## config.mk

```make
export PLATFORM = sky130hd
export DESIGN_NAME = tlos_ctrl
export DESIGN_NICKNAME = d
export VERILOG_FILES = /design/src/tlos_pkg.sv /design/src/tlos_ctrl.sv
export SDC_FILE = /design/constraint.sdc
export NUM_CORES = 1
export LEC_CHECK = 0
export BUFFER_PORTS_ARGS = -buffer_cell sky130_fd_sc_hd__buf_4
export CAP_MARGIN = 20
export CORE_AREA = 2 2 39 41
export CTS_BUF_LIST = sky130_fd_sc_hd__clkbuf_8
export DETAILED_ROUTE_END_ITERATION = 8
export DIE_AREA = 0 0 41 43
export PLACE_DENSITY = 0.42
export REMOVE_ABC_BUFFERS = 1
export SETUP_SLACK_MARGIN = 0.2
export SLEW_MARGIN = 30
export SYNTH_ARGS = -nofsm -noshare
export SYNTH_HDL_FRONTEND = slang
export SYNTH_SLANG_ARGS = --single-unit
```

## constraint.sdc

```tcl
create_clock -name i_clk -period 1.7 [get_ports i_clk]
set_input_delay 0.085 -clock i_clk [delete_from_list [all_inputs] [get_ports i_clk]]
set_output_delay 0.085 -clock i_clk [all_outputs]
set_load 0.02 [all_outputs]
```

## src/tlos_pkg.sv

```systemverilog
// Package for the terrain line-of-sight block: grid geometry, payload types,
// controller state type and the command/status structs. No dependencies.
package tlos_pkg;

    localparam int GRID_ROWS  = 128;
    localparam int GRID_COLS  = 128;
    localparam int ELEV_BITS  = 24;
    localparam int ROW_BITS   = $clog2(GRID_ROWS);
    localparam int COL_BITS   = $clog2(GRID_COLS);
    localparam int ADDR_BITS  = ROW_BITS + COL_BITS;
    localparam int CELLS      = GRID_ROWS * GRID_COLS;
    localparam int STEP_BITS  = 8;
    localparam int D2_BITS    = 2 * STEP_BITS;
    localparam int EYE_BITS   = ELEV_BITS + 2;
    localparam int RISE_BITS  = EYE_BITS + 1;
    localparam int ACC_BITS   = RISE_BITS + STEP_BITS + 5;
    localparam int PROD_BITS  = ELEV_BITS + STEP_BITS + 1;
    localparam int Q_BITS     = STEP_BITS + 2;

    localparam logic [1:0] CFG_MAX_DIST  = 2'd0;
    localparam logic [1:0] CFG_VIEW_HGT  = 2'd1;
    localparam logic [1:0] CFG_TGT_HGT   = 2'd2;

    localparam logic FUNC_LOAD  = 1'b0;
    localparam logic FUNC_QUERY = 1'b1;

    typedef struct packed {
        logic        func;
        logic [23:0] cell_elevation;
        logic [6:0]  cell_row;
        logic [6:0]  cell_col;
        logic [6:0]  view_row;
        logic [6:0]  view_col;
        logic [23:0] view_ground;
    } t_in;

    typedef struct packed {
        logic       visible;
        logic [6:0] target_row;
        logic [6:0] target_col;
    } t_out;

    typedef enum logic [2:0] {
        ST_IDLE,
        ST_SQRT,
        ST_TOP,
        ST_SETUP,
        ST_WALK,
        ST_FIN
    } t_state;

    typedef struct packed {
        logic capture;
        logic write;
        logic sqrt_step;
        logic setup;
    } t_cmd;

    typedef struct packed {
        logic sqrt_last;
        logic far;
        logic zero;
        logic walk_fail;
        logic walk_done;
    } t_sts;

endpackage

```

## src/tlos_ctrl.sv

```systemverilog
// Controller state machine for the line-of-sight block.
// Depends on tlos_pkg.
module tlos_ctrl (
    input  logic            i_clk,
    input  logic            i_rst_n,
    input  logic            i_in_valid,
    input  logic            i_func,
    input  logic            i_out_free,
    input  tlos_pkg::t_sts  i_sts,
    output logic            o_in_stall,
    output tlos_pkg::t_cmd  o_cmd,
    output logic            o_res_load,
    output logic            o_res_vis
);
    import tlos_pkg::*;

    t_state r_state, n_state;
    logic   r_vis, n_vis;
    logic   acc;

    assign acc = i_in_valid && (r_state == ST_IDLE);

    always_comb begin
        n_state = r_state;
        n_vis   = r_vis;
        unique case (r_state)
            ST_IDLE:  if (acc && i_func == FUNC_QUERY) n_state = ST_SQRT;
            ST_SQRT:  if (i_sts.sqrt_last) n_state = ST_TOP;
            ST_TOP: begin
                if (i_sts.far) begin
                    n_vis = 1'b0;
                    n_state = ST_FIN;
                end else if (i_sts.zero) begin
                    n_vis = 1'b1;
                    n_state = ST_FIN;
                end else begin
                    n_state = ST_SETUP;
                end
            end
            ST_SETUP: n_state = ST_WALK;
            ST_WALK: begin
                if (i_sts.walk_fail) begin
                    n_vis = 1'b0;
                    n_state = ST_FIN;
                end else if (i_sts.walk_done) begin
                    n_vis = 1'b1;
                    n_state = ST_FIN;
                end
            end
            ST_FIN:   if (i_out_free) n_state = ST_IDLE;
            default:  n_state = ST_IDLE;
        endcase
    end

    always_comb begin
        o_cmd      = '0;
        o_res_load = 1'b0;
        unique case (r_state)
            ST_IDLE: begin
                o_cmd.capture = acc && i_func == FUNC_QUERY;
                o_cmd.write   = acc && i_func == FUNC_LOAD;
            end
            ST_SQRT:  o_cmd.sqrt_step = 1'b1;
            ST_SETUP: o_cmd.setup = 1'b1;
            ST_FIN:   o_res_load = i_out_free;
            default: ;
        endcase
    end

    assign o_in_stall = (r_state != ST_IDLE);
    assign o_res_vis  = r_vis;

    always_ff @(posedge i_clk) begin
        if (!i_rst_n) begin
            r_state <= ST_IDLE;
        end else begin
            r_state <= n_state;
        end
        r_vis <= n_vis;
    end

endmodule

```

==> PnR_summary.wiki <==
{| class="wikitable"
! Metric !! Value
|-
| CTS Hold Bufs || 0
|-
| Xor and xnor fraction of the mapped netlist area || 0%
|-
| First-pass iteration count of the detailed router || 4
|-
| TritonCTS clock tree || built
|-
| Area Growth Syn to Fin || 59.4%
|-
| Antenna violations before repair || 0
|-
| Clock Tree Buf Depth || 2
|-
| Actual transition at the worst max-transition pin || 0.319 ns
|-
| Antenna diode count || 0
|-
| Number of vias per cell || 4.44
|-
| Maximum number of pins on one net before global-route repair || 11
|-
| Clock Skews || 0.00764 ns
|-
| Post-route minimum period || 1.43 ns
|-
| Number of nets in the final layout || 63
|-
| Top Ports || 17
|-
| Clock transition at path regs || 0.04 ns
|-
| Fraction of the mapped netlist area in compound gates || 21.4%
|-
| Estimated wirelength of the detail-placed design || 562 um
|-
| Number of buffers created by CTS || 3
|-
| Number of distinct library cells after synthesis || 24
|-
| Largest family of logic cells by synthesized area || simple AND/OR/NAND/NOR gates
|-
| Setup TNS || 0 ns
|-
| Synth Flop Type || sky130_fd_sc_hd__dfxtp_1
|-
| Total Routed Length || 736 um
|-
| Top library cells by usage in the layout, fill and taps aside || sky130_fd_sc_hd__buf_4 (16), sky130_fd_sc_hd__inv_1 (3), sky130_fd_sc_hd__a21oi_1 (3), sky130_fd_sc_hd__nor3_1 (3), sky130_fd_sc_hd__clkbuf_8 (3)
|-
| Filler Cell Count || 142
|-
| Number of placement rows || 14
|-
| Startpoint class of the critical path || flip-flop
|-
| Max Fclk || 698 MHz
|-
| Endpoints failing setup || 0
|-
| Routed wire per std cell || 10.8 um
|-
| Adder and majority gate portion of the synthesized area || 0%
|-
| Max-capacitance violation count || 0
|-
| Count of buffers from port buffering || 16
|-
| Max VDD drop || 0.536 mV
|-
| Die span in y || 43 um
|-
| Number of global-route vias before repair || ~250
|-
| Routed Antenna Nets || 0
|-
| Share of cells above drive strength 1 || 42.3%
|-
| Total routing resource utilization after global routing || a little under a tenth
|-
| Portion of netlist area occupied by mux cells || between 6 and 7%
|-
| Remaining design rule violation count || 0
|-
| Total grt overflow || 0
|-
| Data required, critical path || approximately 1.6 ns
|-
| Worst hold path type || in2reg
|-
| Leak pwr || 0.200 nW
|-
| Post-synthesis cell area || 287 um^2
|-
| Type of the worst setup path || reg2out
|-
| Kind of end point of the critical path || primary output
|-
| Die width || around 40 um
|-
| Worst relative slew slack || 78.7%
|-
| DR iter-0 viols || 2
|-
| Status || finished clean
|-
| RSZ-0062 raised after global routing || no
|-
| Utilization after layout || about 33%
|-
| Slew Limit Fails || 0
|-
| Depth of the CTS H-tree || 1
|-
| Global-route wire length before repair || 1080 um
|-
| Post-cts resize count || 0
|-
| Total number of yosys warnings || 0
|-
| Number of clock sinks || 4
|-
| Synth Area in Simple Gates || 31.9%
|-
| Arrival time worst endpoint || roughly 1.4 ns
|-
| Initial cell density of the core || 20.7%
|-
| Clock tree root buffer cell || sky130_fd_sc_hd__clkbuf_8
|-
| Count of vias placed by the detailed router || 302
|-
| Post-CTS setup-driven buffer insertion count || 0
|-
| Final Cycle Share || 84.2%
|-
| EDFF count, synth || 1
|-
| Latest clock arrival within the worst-skew pair || around 0.22 ns
|-
| Sequential fraction of the synthesis area || between 30% and 40%
|-
| Post-Synthesis Cells || 34
|-
| Maximum fanout along the worst path || 10
|-
| Power density normalized to cell area || 876 nW/um^2
|-
| Area of the die || 1760 um^2
|-
| Synthesis-stage register bit count || 4
|-
| Mean cell area of the mapped netlist || about 8.4 um^2
|-
| Fraction of registers with async set or reset after synthesis || 0%
|-
| Core Footprint || 1380 um^2
|-
| Most frequent standard cell in the layout excluding fill and tap cells || sky130_fd_sc_hd__buf_4
|-
| Number of endpoints with negative hold slack in the final report || 0
|-
| Final GP Congestion || approximately 0.67
|}
## cells in the mapped netlist, drive strengths merged, types with 2 or more instances
library cell	n	area (um^2)
a21oi	3	15.0
buf	2	16.3
dfxtp	3	60.1
inv	2	7.51
mux2i	2	20.0
nand2	2	7.51
nor3	3	15.0
nor3b	2	15.0
## area by class of cell
class | count | area (um^2) | share of cell area [%]
multi-input combinational | 26 | 173 | 37.8
timing repair buffer | 16 | 120 | 26.3
sequential | 4 | 91.3 | 20.0
clock buffer | 3 | 41.3 | 9.04
tap | 16 | 20.0 | 4.38
inverter | 2 | 7.51 | 1.64
clock inverter | 1 | 3.75 | 0.822
## state kept, by name, indices dropped and copies added, names as in the netlist
register,flops
o_res_vis,1
r_state,3
## path summary, 6_finish.rpt
path	endpoint	depth (start not counted)	slack, ns	start
worst max register to register	o_res_vis$_DFFE_PP_	3	0.42	r_state[1]$_SDFFE_PN0P_
worst min register to register	r_state[2]$_SDFFE_PN0P_	2	0.54	r_state[2]$_SDFFE_PN0P_
worst max-delay path	o_cmd[2]	3	0.27	r_state[2]$_SDFFE_PN0P_
worst min-delay path	r_state[0]$_SDFFE_PN0P_	2	0.12	i_rst_n
## per-stage QoR
stage                     area (um^2)  power (mW)  std cells  worst slack, ns  hold WS (ns)
after floorplan                   270       0.157         32            0.251         0.220
after global placement            410       0.201         64            0.394         0.338
after detailed placement          410       0.199         64            0.377         0.345
after CTS                         455       0.407         68            0.203         0.130
after global routing              457       0.421         68            0.205         0.123
final                             457       0.400         68            0.268         0.122
## metal layers
metal | wire [um] | vias up | global-route usage [%]
met1 | 351 | 130 | 12.6
met4 | 0 | 0 | 2.00
li1 | - | 159 | -
met3 | 78 | 0 | 6.28
met5 | 0 | - | 0
met2 | 305 | 13 | 11.9
## worst max-delay path: stages, from the launching register on
cell and delay (ns):
sky130_fd_sc_hd__dfxtp_2 0.36, sky130_fd_sc_hd__or3_4 0.41, sky130_fd_sc_hd__nor3b_1 0.18, sky130_fd_sc_hd__buf_4 0.17
## report_power, final
part           switching (mW)  total, mW  internal (mW)  leakage, nW
clock                  0.0485      0.202          0.154       0.0269
sequential            0.00948      0.113          0.104       0.0340
combinational          0.0388     0.0843         0.0455        0.140
total                  0.0968      0.400          0.303        0.200
## logic make-up (layout without fill, tap and decap cells)
| kind of cell | after synthesis | in the layout |
|---|---|---|
| DFF | 4 | 4 |
| AOI/OAI and AO/OA | 9 | 9 |
| and+or+nand+nor | 15 | 15 |
| buffers and inverters | 4 | 22 |
| muxes | 2 | 2 |
(Power assumes the default switching activity.)
